`config.mk`:
```
export PLATFORM = sky130hd
export DESIGN_NAME = preemptive_priority_scheduler_core
export DESIGN_NICKNAME = d
export VERILOG_FILES = /design/src/rtl/core/pps_pkg.sv /design/src/rtl/core/preemptive_priority_scheduler_core.sv /design/src/rtl/core/pps_cell.sv
export VERILOG_INCLUDE_DIRS = /design/src /design/src/rtl/core
export SDC_FILE = /design/constraint.sdc
export NUM_CORES = 2
export LEC_CHECK = 0
export BUFFER_PORTS_ARGS = -buffer_cell sky130_fd_sc_hd__buf_2
export CAP_MARGIN = 30
export CORE_UTILIZATION = 68
export DETAILED_ROUTE_END_ITERATION = 12
export GPL_ROUTABILITY_DRIVEN = 0
export MAX_ROUTING_LAYER = met4
export PLACE_DENSITY_LB_ADDON = 0.12
export SYNTH_ARGS = -nofsm -noshare
export SYNTH_HDL_FRONTEND = slang
export SYNTH_HIERARCHICAL = 1
export SYNTH_SLANG_ARGS = --single-unit
export TNS_END_PERCENT = 20
```
`constraint.sdc`:
```
create_clock -name clk_i -period 16 [get_ports clk_i]
set_input_delay 2.4 -clock clk_i [delete_from_list [all_inputs] [get_ports clk_i]]
set_output_delay 2.4 -clock clk_i [all_outputs]
set_load 0.02 [all_outputs]
```
`src/rtl/core/preemptive_priority_scheduler_core_assert.svh`:
```
// Assertion macros for the preemptive priority scheduler core.
// Included by the top level; no other dependencies.
`ifndef PREEMPTIVE_PRIORITY_SCHEDULER_CORE_ASSERT_SVH
`define PREEMPTIVE_PRIORITY_SCHEDULER_CORE_ASSERT_SVH

// Same-cycle implication, disabled during reset.
`define PPS_ASSERT_NOW(lbl, clk, rst_n, ante, cons, msg) \
  lbl: assert property (@(posedge clk) disable iff (!rst_n) (ante) |-> (cons)) else $error(msg);

// Next-cycle implication, disabled during reset.
`define PPS_ASSERT_NEXT(lbl, clk, rst_n, ante, cons, msg) \
  lbl: assert property (@(posedge clk) disable iff (!rst_n) (ante) |=> (cons)) else $error(msg);

`endif

```
`src/rtl/core/pps_pkg.sv`:
```
// Package for the preemptive priority scheduler core: item types, codes, constants.
// No dependencies; used by pps_cell and the top level.
package pps_pkg;

  localparam int unsigned MaxJobsDefault = 16;
  localparam int unsigned TimeW          = 32;
  localparam int unsigned ArrW           = 16;
  localparam int unsigned BurstW         = 16;
  localparam int unsigned PriW           = 8;

  localparam logic OP_LOAD = 1'b0;
  localparam logic OP_TICK = 1'b1;

  localparam logic [1:0] ST_LOADED  = 2'd0;
  localparam logic [1:0] ST_DROPPED = 2'd1;
  localparam logic [1:0] ST_IDLE    = 2'd2;
  localparam logic [1:0] ST_RAN     = 2'd3;

  typedef struct packed {
    logic              opcode;
    logic [ArrW-1:0]   arrival_time;
    logic [BurstW-1:0] burst_time;
    logic [PriW-1:0]   priority_req;
  } req_t;

  typedef struct packed {
    logic [1:0]       status;
    logic [3:0]       slot_index;
    logic             finished;
    logic [TimeW-1:0] completion_time;
    logic [TimeW-1:0] turnaround;
    logic [TimeW-1:0] waiting;
  } res_t;

  // Best candidate handed from cell to cell during a scan.
  typedef struct packed {
    logic              found;
    logic [PriW-1:0]   priority_val;
    logic [ArrW-1:0]   arrival;
    logic [BurstW-1:0] remaining;
    logic [BurstW-1:0] burst;
  } cand_t;

  // Write command broadcast to the cells.
  typedef struct packed {
    logic              load;
    logic              update;
    logic [ArrW-1:0]   arrival;
    logic [BurstW-1:0] burst;
    logic [PriW-1:0]   priority_val;
    logic [BurstW-1:0] remaining;
  } wr_t;

endpackage

```
`src/rtl/core/preemptive_priority_scheduler_core.sv`:
```
// Preemptive priority scheduler core: a row of MaxJobs job cells with a control sequencer.
// Load item: result strobe in the cycle after acceptance; the block stays idle, so the
// next item can be accepted at once. Tick item: the best candidate walks the cell row
// one cell per cycle in SCAN, then DONE and FIN; busy holds off new items throughout.
// The receiver cannot stall: every result is shown for one cycle. Reset clears the job
// count, the time counter and the sequencer; slot contents stay undefined until loaded.
`include "preemptive_priority_scheduler_core_assert.svh"

module preemptive_priority_scheduler_core import pps_pkg::*; #(
  parameter int unsigned MaxJobs = MaxJobsDefault
) (
  input  logic clk_i,
  input  logic rst_ni,
  input  logic start,
  output logic busy,
  input  req_t req_i,
  output logic res_strobe_o,
  output res_t res_o
);

  localparam int unsigned IdxW = (MaxJobs > 1) ? $clog2(MaxJobs) : 1;
  localparam int unsigned CntW = $clog2(MaxJobs + 1);

  localparam logic [1:0] S_IDLE = 2'd0;
  localparam logic [1:0] S_SCAN = 2'd1;
  localparam logic [1:0] S_DONE = 2'd2;
  localparam logic [1:0] S_FIN  = 2'd3;

  logic [1:0]       state_q, state_d;
  logic [IdxW-1:0]  scan_cnt_q, scan_cnt_d;
  logic [CntW-1:0]  count_q, count_d;
  logic [TimeW-1:0] time_q, time_d;
  logic             strobe_q, strobe_d;
  res_t             res_q, res_d;

  logic [TimeW-1:0] time_nx_q;
  cand_t            win_q;
  logic [IdxW-1:0]  win_slot_q;
  logic [TimeW-1:0] tat_q;

  wr_t              wr;
  logic [IdxW-1:0]  wr_slot;
  logic             accept;

  cand_t           cand_chain [MaxJobs+1];
  logic [IdxW-1:0] slot_chain [MaxJobs+1];

  logic [CntW+3:0]  count_ext;
  logic [IdxW+3:0]  slot_ext;
  logic [TimeW-1:0] burst_ext;

  assign cand_chain[0] = '0;
  assign slot_chain[0] = '0;

  for (genvar g = 0; g < MaxJobs; g++) begin : g_cell
    pps_cell #(
      .CntW (CntW),
      .IdxW (IdxW),
      .Index(g)
    ) u_cell (
      .clk_i    (clk_i),
      .count_i  (count_q),
      .time_i   (time_q),
      .wr_i     (wr),
      .wr_slot_i(wr_slot),
      .cand_i   (cand_chain[g]),
      .slot_i   (slot_chain[g]),
      .cand_o   (cand_chain[g+1]),
      .slot_o   (slot_chain[g+1])
    );
  end

  assign busy      = (state_q != S_IDLE);
  assign accept    = start && !busy;
  assign count_ext = {4'b0, count_q};
  assign slot_ext  = {4'b0, win_slot_q};
  assign burst_ext = {{(TimeW-BurstW){1'b0}}, win_q.burst};

  always_comb begin
    state_d    = state_q;
    scan_cnt_d = scan_cnt_q;
    count_d    = count_q;
    time_d     = time_q;
    strobe_d   = 1'b0;
    res_d      = res_q;
    wr         = '0;
    wr_slot    = '0;
    unique case (state_q)
      S_IDLE: begin
        if (accept) begin
          if (req_i.opcode == OP_LOAD) begin
            strobe_d = 1'b1;
            res_d    = '0;
            if (count_q == CntW'(MaxJobs)) begin
              res_d.status = ST_DROPPED;
            end else begin
              res_d.status     = ST_LOADED;
              res_d.slot_index = count_ext[3:0];
              wr.load          = 1'b1;
              wr.arrival       = req_i.arrival_time;
              wr.burst         = req_i.burst_time;
              wr.priority_val  = req_i.priority_req;
              wr.remaining     = req_i.burst_time;
              wr_slot          = count_q[IdxW-1:0];
              count_d          = count_q + 1'b1;
            end
          end else begin
            state_d    = S_SCAN;
            scan_cnt_d = '0;
          end
        end
      end
      S_SCAN: begin
        // Hold until the candidate has passed the last cell.
        scan_cnt_d = scan_cnt_q + 1'b1;
        if (scan_cnt_q == IdxW'(MaxJobs - 1)) begin
          state_d = S_DONE;
        end
      end
      S_DONE: begin
        state_d = S_FIN;
        time_d  = time_nx_q;
        if (cand_chain[MaxJobs].found) begin
          wr.update    = 1'b1;
          wr.remaining = cand_chain[MaxJobs].remaining - 1'b1;
          wr_slot      = slot_chain[MaxJobs];
        end
      end
      S_FIN: begin
        state_d  = S_IDLE;
        strobe_d = 1'b1;
        res_d    = '0;
        if (win_q.found) begin
          res_d.status     = ST_RAN;
          res_d.slot_index = slot_ext[3:0];
          if (win_q.remaining == BurstW'(1)) begin
            res_d.finished        = 1'b1;
            res_d.completion_time = time_q;
            res_d.turnaround      = tat_q;
            res_d.waiting         = (tat_q >= burst_ext) ? (tat_q - burst_ext) : '0;
          end
        end else begin
          res_d.status = ST_IDLE;
        end
      end
      default: state_d = S_IDLE;
    endcase
  end

  always_ff @(posedge clk_i or negedge rst_ni) begin
    if (!rst_ni) begin
      state_q    <= S_IDLE;
      scan_cnt_q <= '0;
      count_q    <= '0;
      time_q     <= '0;
      strobe_q   <= 1'b0;
    end else begin
      state_q    <= state_d;
      scan_cnt_q <= scan_cnt_d;
      count_q    <= count_d;
      time_q     <= time_d;
      strobe_q   <= strobe_d;
    end
  end

  always_ff @(posedge clk_i) begin
    res_q <= res_d;
    if (accept && (req_i.opcode == OP_TICK)) begin
      // Saturate the clock at its maximum.
      time_nx_q <= (time_q == '1) ? time_q : time_q + 1'b1;
    end
    if (state_q == S_DONE) begin
      win_q      <= cand_chain[MaxJobs];
      win_slot_q <= slot_chain[MaxJobs];
      tat_q      <= time_nx_q - {{(TimeW-ArrW){1'b0}}, cand_chain[MaxJobs].arrival};
    end
  end

  assign res_strobe_o = strobe_q;
  assign res_o        = res_q;

  `PPS_ASSERT_NEXT(a_tick_busy, clk_i, rst_ni, accept && (req_i.opcode == OP_TICK), busy && (state_q == S_SCAN), "tick item did not start a scan")
  `PPS_ASSERT_NEXT(a_load_result, clk_i, rst_ni, accept && (req_i.opcode == OP_LOAD), res_strobe_o && !busy, "load item gave no result in the next cycle")
  `PPS_ASSERT_NOW(a_count_range, clk_i, rst_ni, 1'b1, count_q <= CntW'(MaxJobs), "job count beyond table size")
  `PPS_ASSERT_NOW(a_finish_ran, clk_i, rst_ni, res_strobe_o && res_o.finished, res_o.status == ST_RAN, "completion reported without a job run")

endmodule

```
`src/rtl/core/pps_cell.sv`:
```
// One job slot of the scheduler chain: holds the job entry and compares it
// against the candidate from its left neighbor. Depends on pps_pkg.
module pps_cell import pps_pkg::*; #(
  parameter int unsigned CntW  = 5,
  parameter int unsigned IdxW  = 4,
  parameter int unsigned Index = 0
) (
  input  logic             clk_i,
  input  logic [CntW-1:0]  count_i,
  input  logic [TimeW-1:0] time_i,
  input  wr_t              wr_i,
  input  logic [IdxW-1:0]  wr_slot_i,
  input  cand_t            cand_i,
  input  logic [IdxW-1:0]  slot_i,
  output cand_t            cand_o,
  output logic [IdxW-1:0]  slot_o
);

  logic [ArrW-1:0]   arr_q;
  logic [BurstW-1:0] bur_q;
  logic [BurstW-1:0] rem_q;
  logic [PriW-1:0]   pri_q;
  cand_t             cand_q;
  logic [IdxW-1:0]   slot_q;

  logic sel_me;
  logic eligible;
  logic better;

  assign sel_me   = (wr_slot_i == IdxW'(Index));
  assign eligible = (CntW'(Index) < count_i) &&
                    ({{(TimeW-ArrW){1'b0}}, arr_q} <= time_i) && (rem_q != '0);
  // Earlier cells win ties, so only a strictly better entry replaces the candidate.
  assign better   = !cand_i.found || (pri_q < cand_i.priority_val) ||
                    ((pri_q == cand_i.priority_val) && (arr_q < cand_i.arrival));

  always_ff @(posedge clk_i) begin
    if (sel_me && wr_i.load) begin
      arr_q <= wr_i.arrival;
      bur_q <= wr_i.burst;
      pri_q <= wr_i.priority_val;
    end
    if (sel_me && (wr_i.load || wr_i.update)) begin
      rem_q <= wr_i.remaining;
    end
  end

  always_ff @(posedge clk_i) begin
    if (eligible && better) begin
      cand_q <= '{found: 1'b1, priority_val: pri_q, arrival: arr_q,
                  remaining: rem_q, burst: bur_q};
      slot_q <= IdxW'(Index);
    end else begin
      cand_q <= cand_i;
      slot_q <= slot_i;
    end
  end

  assign cand_o = cand_q;
  assign slot_o = slot_q;

endmodule

```
==> summary by stage <==
Outcome
The run finished with clean final reports.

Clock network
The count of H-tree levels built during CTS is 4. The CTS tree is yes. In this run the clock root is driven by a clkbuf_16. The post-CTS setup buffer count is 0. The clock passes through at most 3 buffers.

Clock latency on the worst-skew pair, taken at its later pin, is 0.84 ns. The total of hold buffers inserted after clock tree synthesis is 0. The clock-pin transition on the worst setup and hold timing paths is 0.06 ns. Post-CTS repair changed the size of 0 cells. Clock tree synthesis inserted a total of 199 buffers.

Clock tree synthesis found a total of 2112 sinks.

Setup path
The biggest cell delay along the critical path is 0.69 ns. The origin of the critical flop-to-flop path is time_q[13]. The cell with the largest stage delay on the worst path is a22o_1. The critical path contains buffers and inverters numbering 4 combined.

Among the stages of the critical path, the cell type that occurs most often is buf_4. In this run the worst setup path begins at start. STA classifies the critical path endpoint as a flip-flop.

STA puts the critical path data required time at 16.43 ns. At the worst endpoint, the arrival time is 5.85 ns. The worst setup path is of the in -> reg kind. The critical path ends at g_cell[2].u_cell/arr_q[2].

The critical path goes through buf_2 > nand2_1 > nor2_4 > buf_4 > and2_1 > buf_4 > a22o_1 > nor4b_1 > and2_2 > buf_4. In this run the worst path has a maximum fanout of 47. Counting buffers and inverters, the worst setup path is 10 cells deep.

In this run the register-to-register setup slack is 11.16 ns. The length in cells of the worst reg-to-reg path is 10. STA classifies the critical path startpoint as an input pin.

Broken down by cell family, the worst path's largest delay share belongs to buffers and inverters. The reg-to-reg endpoint is g_cell[2].u_cell/cand_o[14].

Timing
The final hold violation count is 0. The number of setup violations in the final report is 0. The highest clock frequency the design can meet is 185 MHz.

The number of slew-limit violations in the final report came to 0. The relative slew slack is 27.1%. At the pin with the least slew margin, the transition time is 1.09 ns. Counting I/O delays and the setup requirement, the final critical path takes 5.42 ns.

Setup repair after global routing left no endpoint under its margin. The worst path uses 33.9% of the clock period. The setup TNS is 0 ns. The post-route clock skew is 0.0405 ns.

Floorplan
The floorplan step set the die width to 364 um. In this run the vertical extent of the chip is 364 um. The floorplan step defined a die boundary enclosing 132000 um^2. The area of the core is 130000 um^2.

The number of top-level pins is 149. After floorplanning, the core was divided into 132 placement rows. The initial core utilization is 68.6%.

GRT
The remaining global-route overflow is 0. Global routing used 31.1% of the available tracks across all layers. The first global-routing pass estimated 302 mm of wire. The maximum number of pins on one net before global-route repair is 72. The number of antenna violations at the first check in global routing is 6.

The number of global-route vias before repair is 53000.

Pwr
The sequential group share of total power is 41.2%. The static leakage is 40.6 nW. In this run the power density over the cells is 205 nW/um^2. IR analysis of the VDD net gives a maximum drop of 0.000124 V.

Cell internal power was estimated by the tool at 0.0136 W. Power comes to 0.0203 W. The share of total power dissipated in combinational logic is 35.9%. The switching portion of total power is 32.9%. For this design the total switching power over the nets is 0.00669 W. Of the total power, the clock network draws 22.9%.

Place
Detailed placement ended at an HPWL of 139 mm. The post-placement cell count is 8348. The total of buffers placed on input and output ports is 148. The placed cell area is 92100 um^2.

Run
The tool flagged a number of max-cap violations equal to 0.

Detailed routing
The via-per-instance ratio is 5.93. The remaining antenna violation count after routing is 0. The total DRC errors in the routed layout is 0. The per-cell routed wire length is 22.8 um. The routed design has 199 mm of wire. The first detailed-routing pass took 6 iterations. After the first detailed-routing iteration, the DRC count stood at 4386. The detailed-route via count is 51800.

Final layout
From synthesis to final layout, the design area changed by 11.0%. The number of antenna diodes in the final layout is 0. The finished cells cover 98900 um^2.

The number of fillers in the final layout is 7887. The finished layout holds 8734 standard cells, fillers aside. For this run, the post-layout net count is 7527.

The share of final-layout standard cells stronger than drive strength 1 is 21.4%. The post-layout utilization of the core is 76.2%.

Synthesis
The count of yosys warnings during synthesis is 6. The combined area of all synthesized cells is 89100 um^2. In this run the mean area of a mapped cell was 13.9 um^2. The cell count after synthesis came out at 6410.

Min path
The tightest min-delay check is of the reg -> reg type. Counting instances, the worst hold path has a depth of 0.
## worst register-to-register path: cells and delay by family (launching register included)
kind | cells | cell delay [ns]
AO/OA/AOI/OAI | 3 | 1.36
adder cells (fa/ha/maj) | 1 | 0.31
buffers and inverters | 3 | 1.29
flip-flops | 1 | 0.32
multiplexers | 1 | 0.54
AND/OR/NAND/NOR | 2 | 0.95
## per-stage QoR
stage | hold slack [ns] | setup WS (ns)
after floorplan | 0.386 | 9.82
after global placement | 0.388 | 9.93
after detailed placement | 0.390 | 9.99
after CTS | 0.401 | 10.78
after global routing | 0.408 | 10.53
final | 0.398 | 10.58
## flip-flops by register name (all words and copies together), names as in the netlist, 2 cells and up
register,flops
state_q,2
g_cell.u_cell/bur_q,256
win_slot_q,4
tat_q,32
g_cell.u_cell/pri_q,128
g_cell.u_cell/arr_q,256
count_q,5
time_nx_q,32
g_cell.u_cell/slot_o,64
g_cell.u_cell/cand_o,904
res_o,103
g_cell.u_cell/rem_q,256
burst_ext,16
time_q,32
scan_cnt_q,4
win_q,17
## layout by cell type, fill, tap and decap left out, types with 81 or more instances in the layout
cell type / count
o21ai_0: 125
edfxtp_1: 1100
inv_1: 691
a21oi_1: 248
mux2_4: 259
ha_1: 664
buf_2: 148
dfxtp_1: 968
nand2_1: 174
mux2_2: 554
nor4_1: 168
nor2b_1: 81
conb_1: 86
nand4_1: 136
mux2_1: 107
nor2_1: 97
clkbuf_16: 205
## power groups by stage
stage	combinational, W	sequential, W	clock (W)
2_1_floorplan	0.00545	0.00831	0
3_3_place_gp	0.00682	0.00841	0
3_5_place_dp	0.00712	0.00847	0
4_1_cts	0.00723	0.00838	0.00471
5_1_grt	0.00791	0.00851	0.00494
6_report	0.00729	0.00837	0.00466
## per-layer routing
| layer | up-vias | routed length [um] | track usage, % |
|---|---|---|---|
| li1 | 24100 | - | - |
| met3 | 423 | 12700 | 4.62 |
| met1 | 25500 | 79700 | 37.4 |
| met2 | 1722 | 99000 | 52.6 |
| met4 | 0 | 8040 | 12.8 |
| met5 | - | 0 | - |
## area by class of cell
| cell class | instances | area [um^2] | share of cell area [%] |
|---|---|---|---|
| Tap cell | 1742 | 2180 | 2.20 |
| Timing Repair Buffer | 249 | 1880 | 1.90 |
| Inverter | 692 | 2600 | 2.63 |
| Sequential cell | 2112 | 53500 | 54.1 |
| Clock inverter | 68 | 744 | 0.752 |
| Clock buffer | 309 | 5870 | 5.93 |
| Multi-Input combinational cell | 3562 | 32200 | 32.5 |
## worst min path at each step
| stage | startpoint | to | slack (ns) |
|---|---|---|---|
| 6_report | g_cell[15].u_cell/cand_o[2] | burst_ext[2] | 0.40 |
| 5_1_grt | g_cell[15].u_cell/cand_o[2] | burst_ext[2] | 0.41 |
| 4_1_cts | g_cell[15].u_cell/cand_o[2] | burst_ext[2] | 0.40 |
| 3_3_place_gp | g_cell[15].u_cell/cand_o[8] | burst_ext[8] | 0.39 |
| 2_1_floorplan | g_cell[15].u_cell/cand_o[0] | burst_ext[0] | 0.39 |
| 3_5_place_dp | g_cell[15].u_cell/cand_o[4] | burst_ext[4] | 0.39 |
No activity file was read; power rests on OpenSTA's default activity.
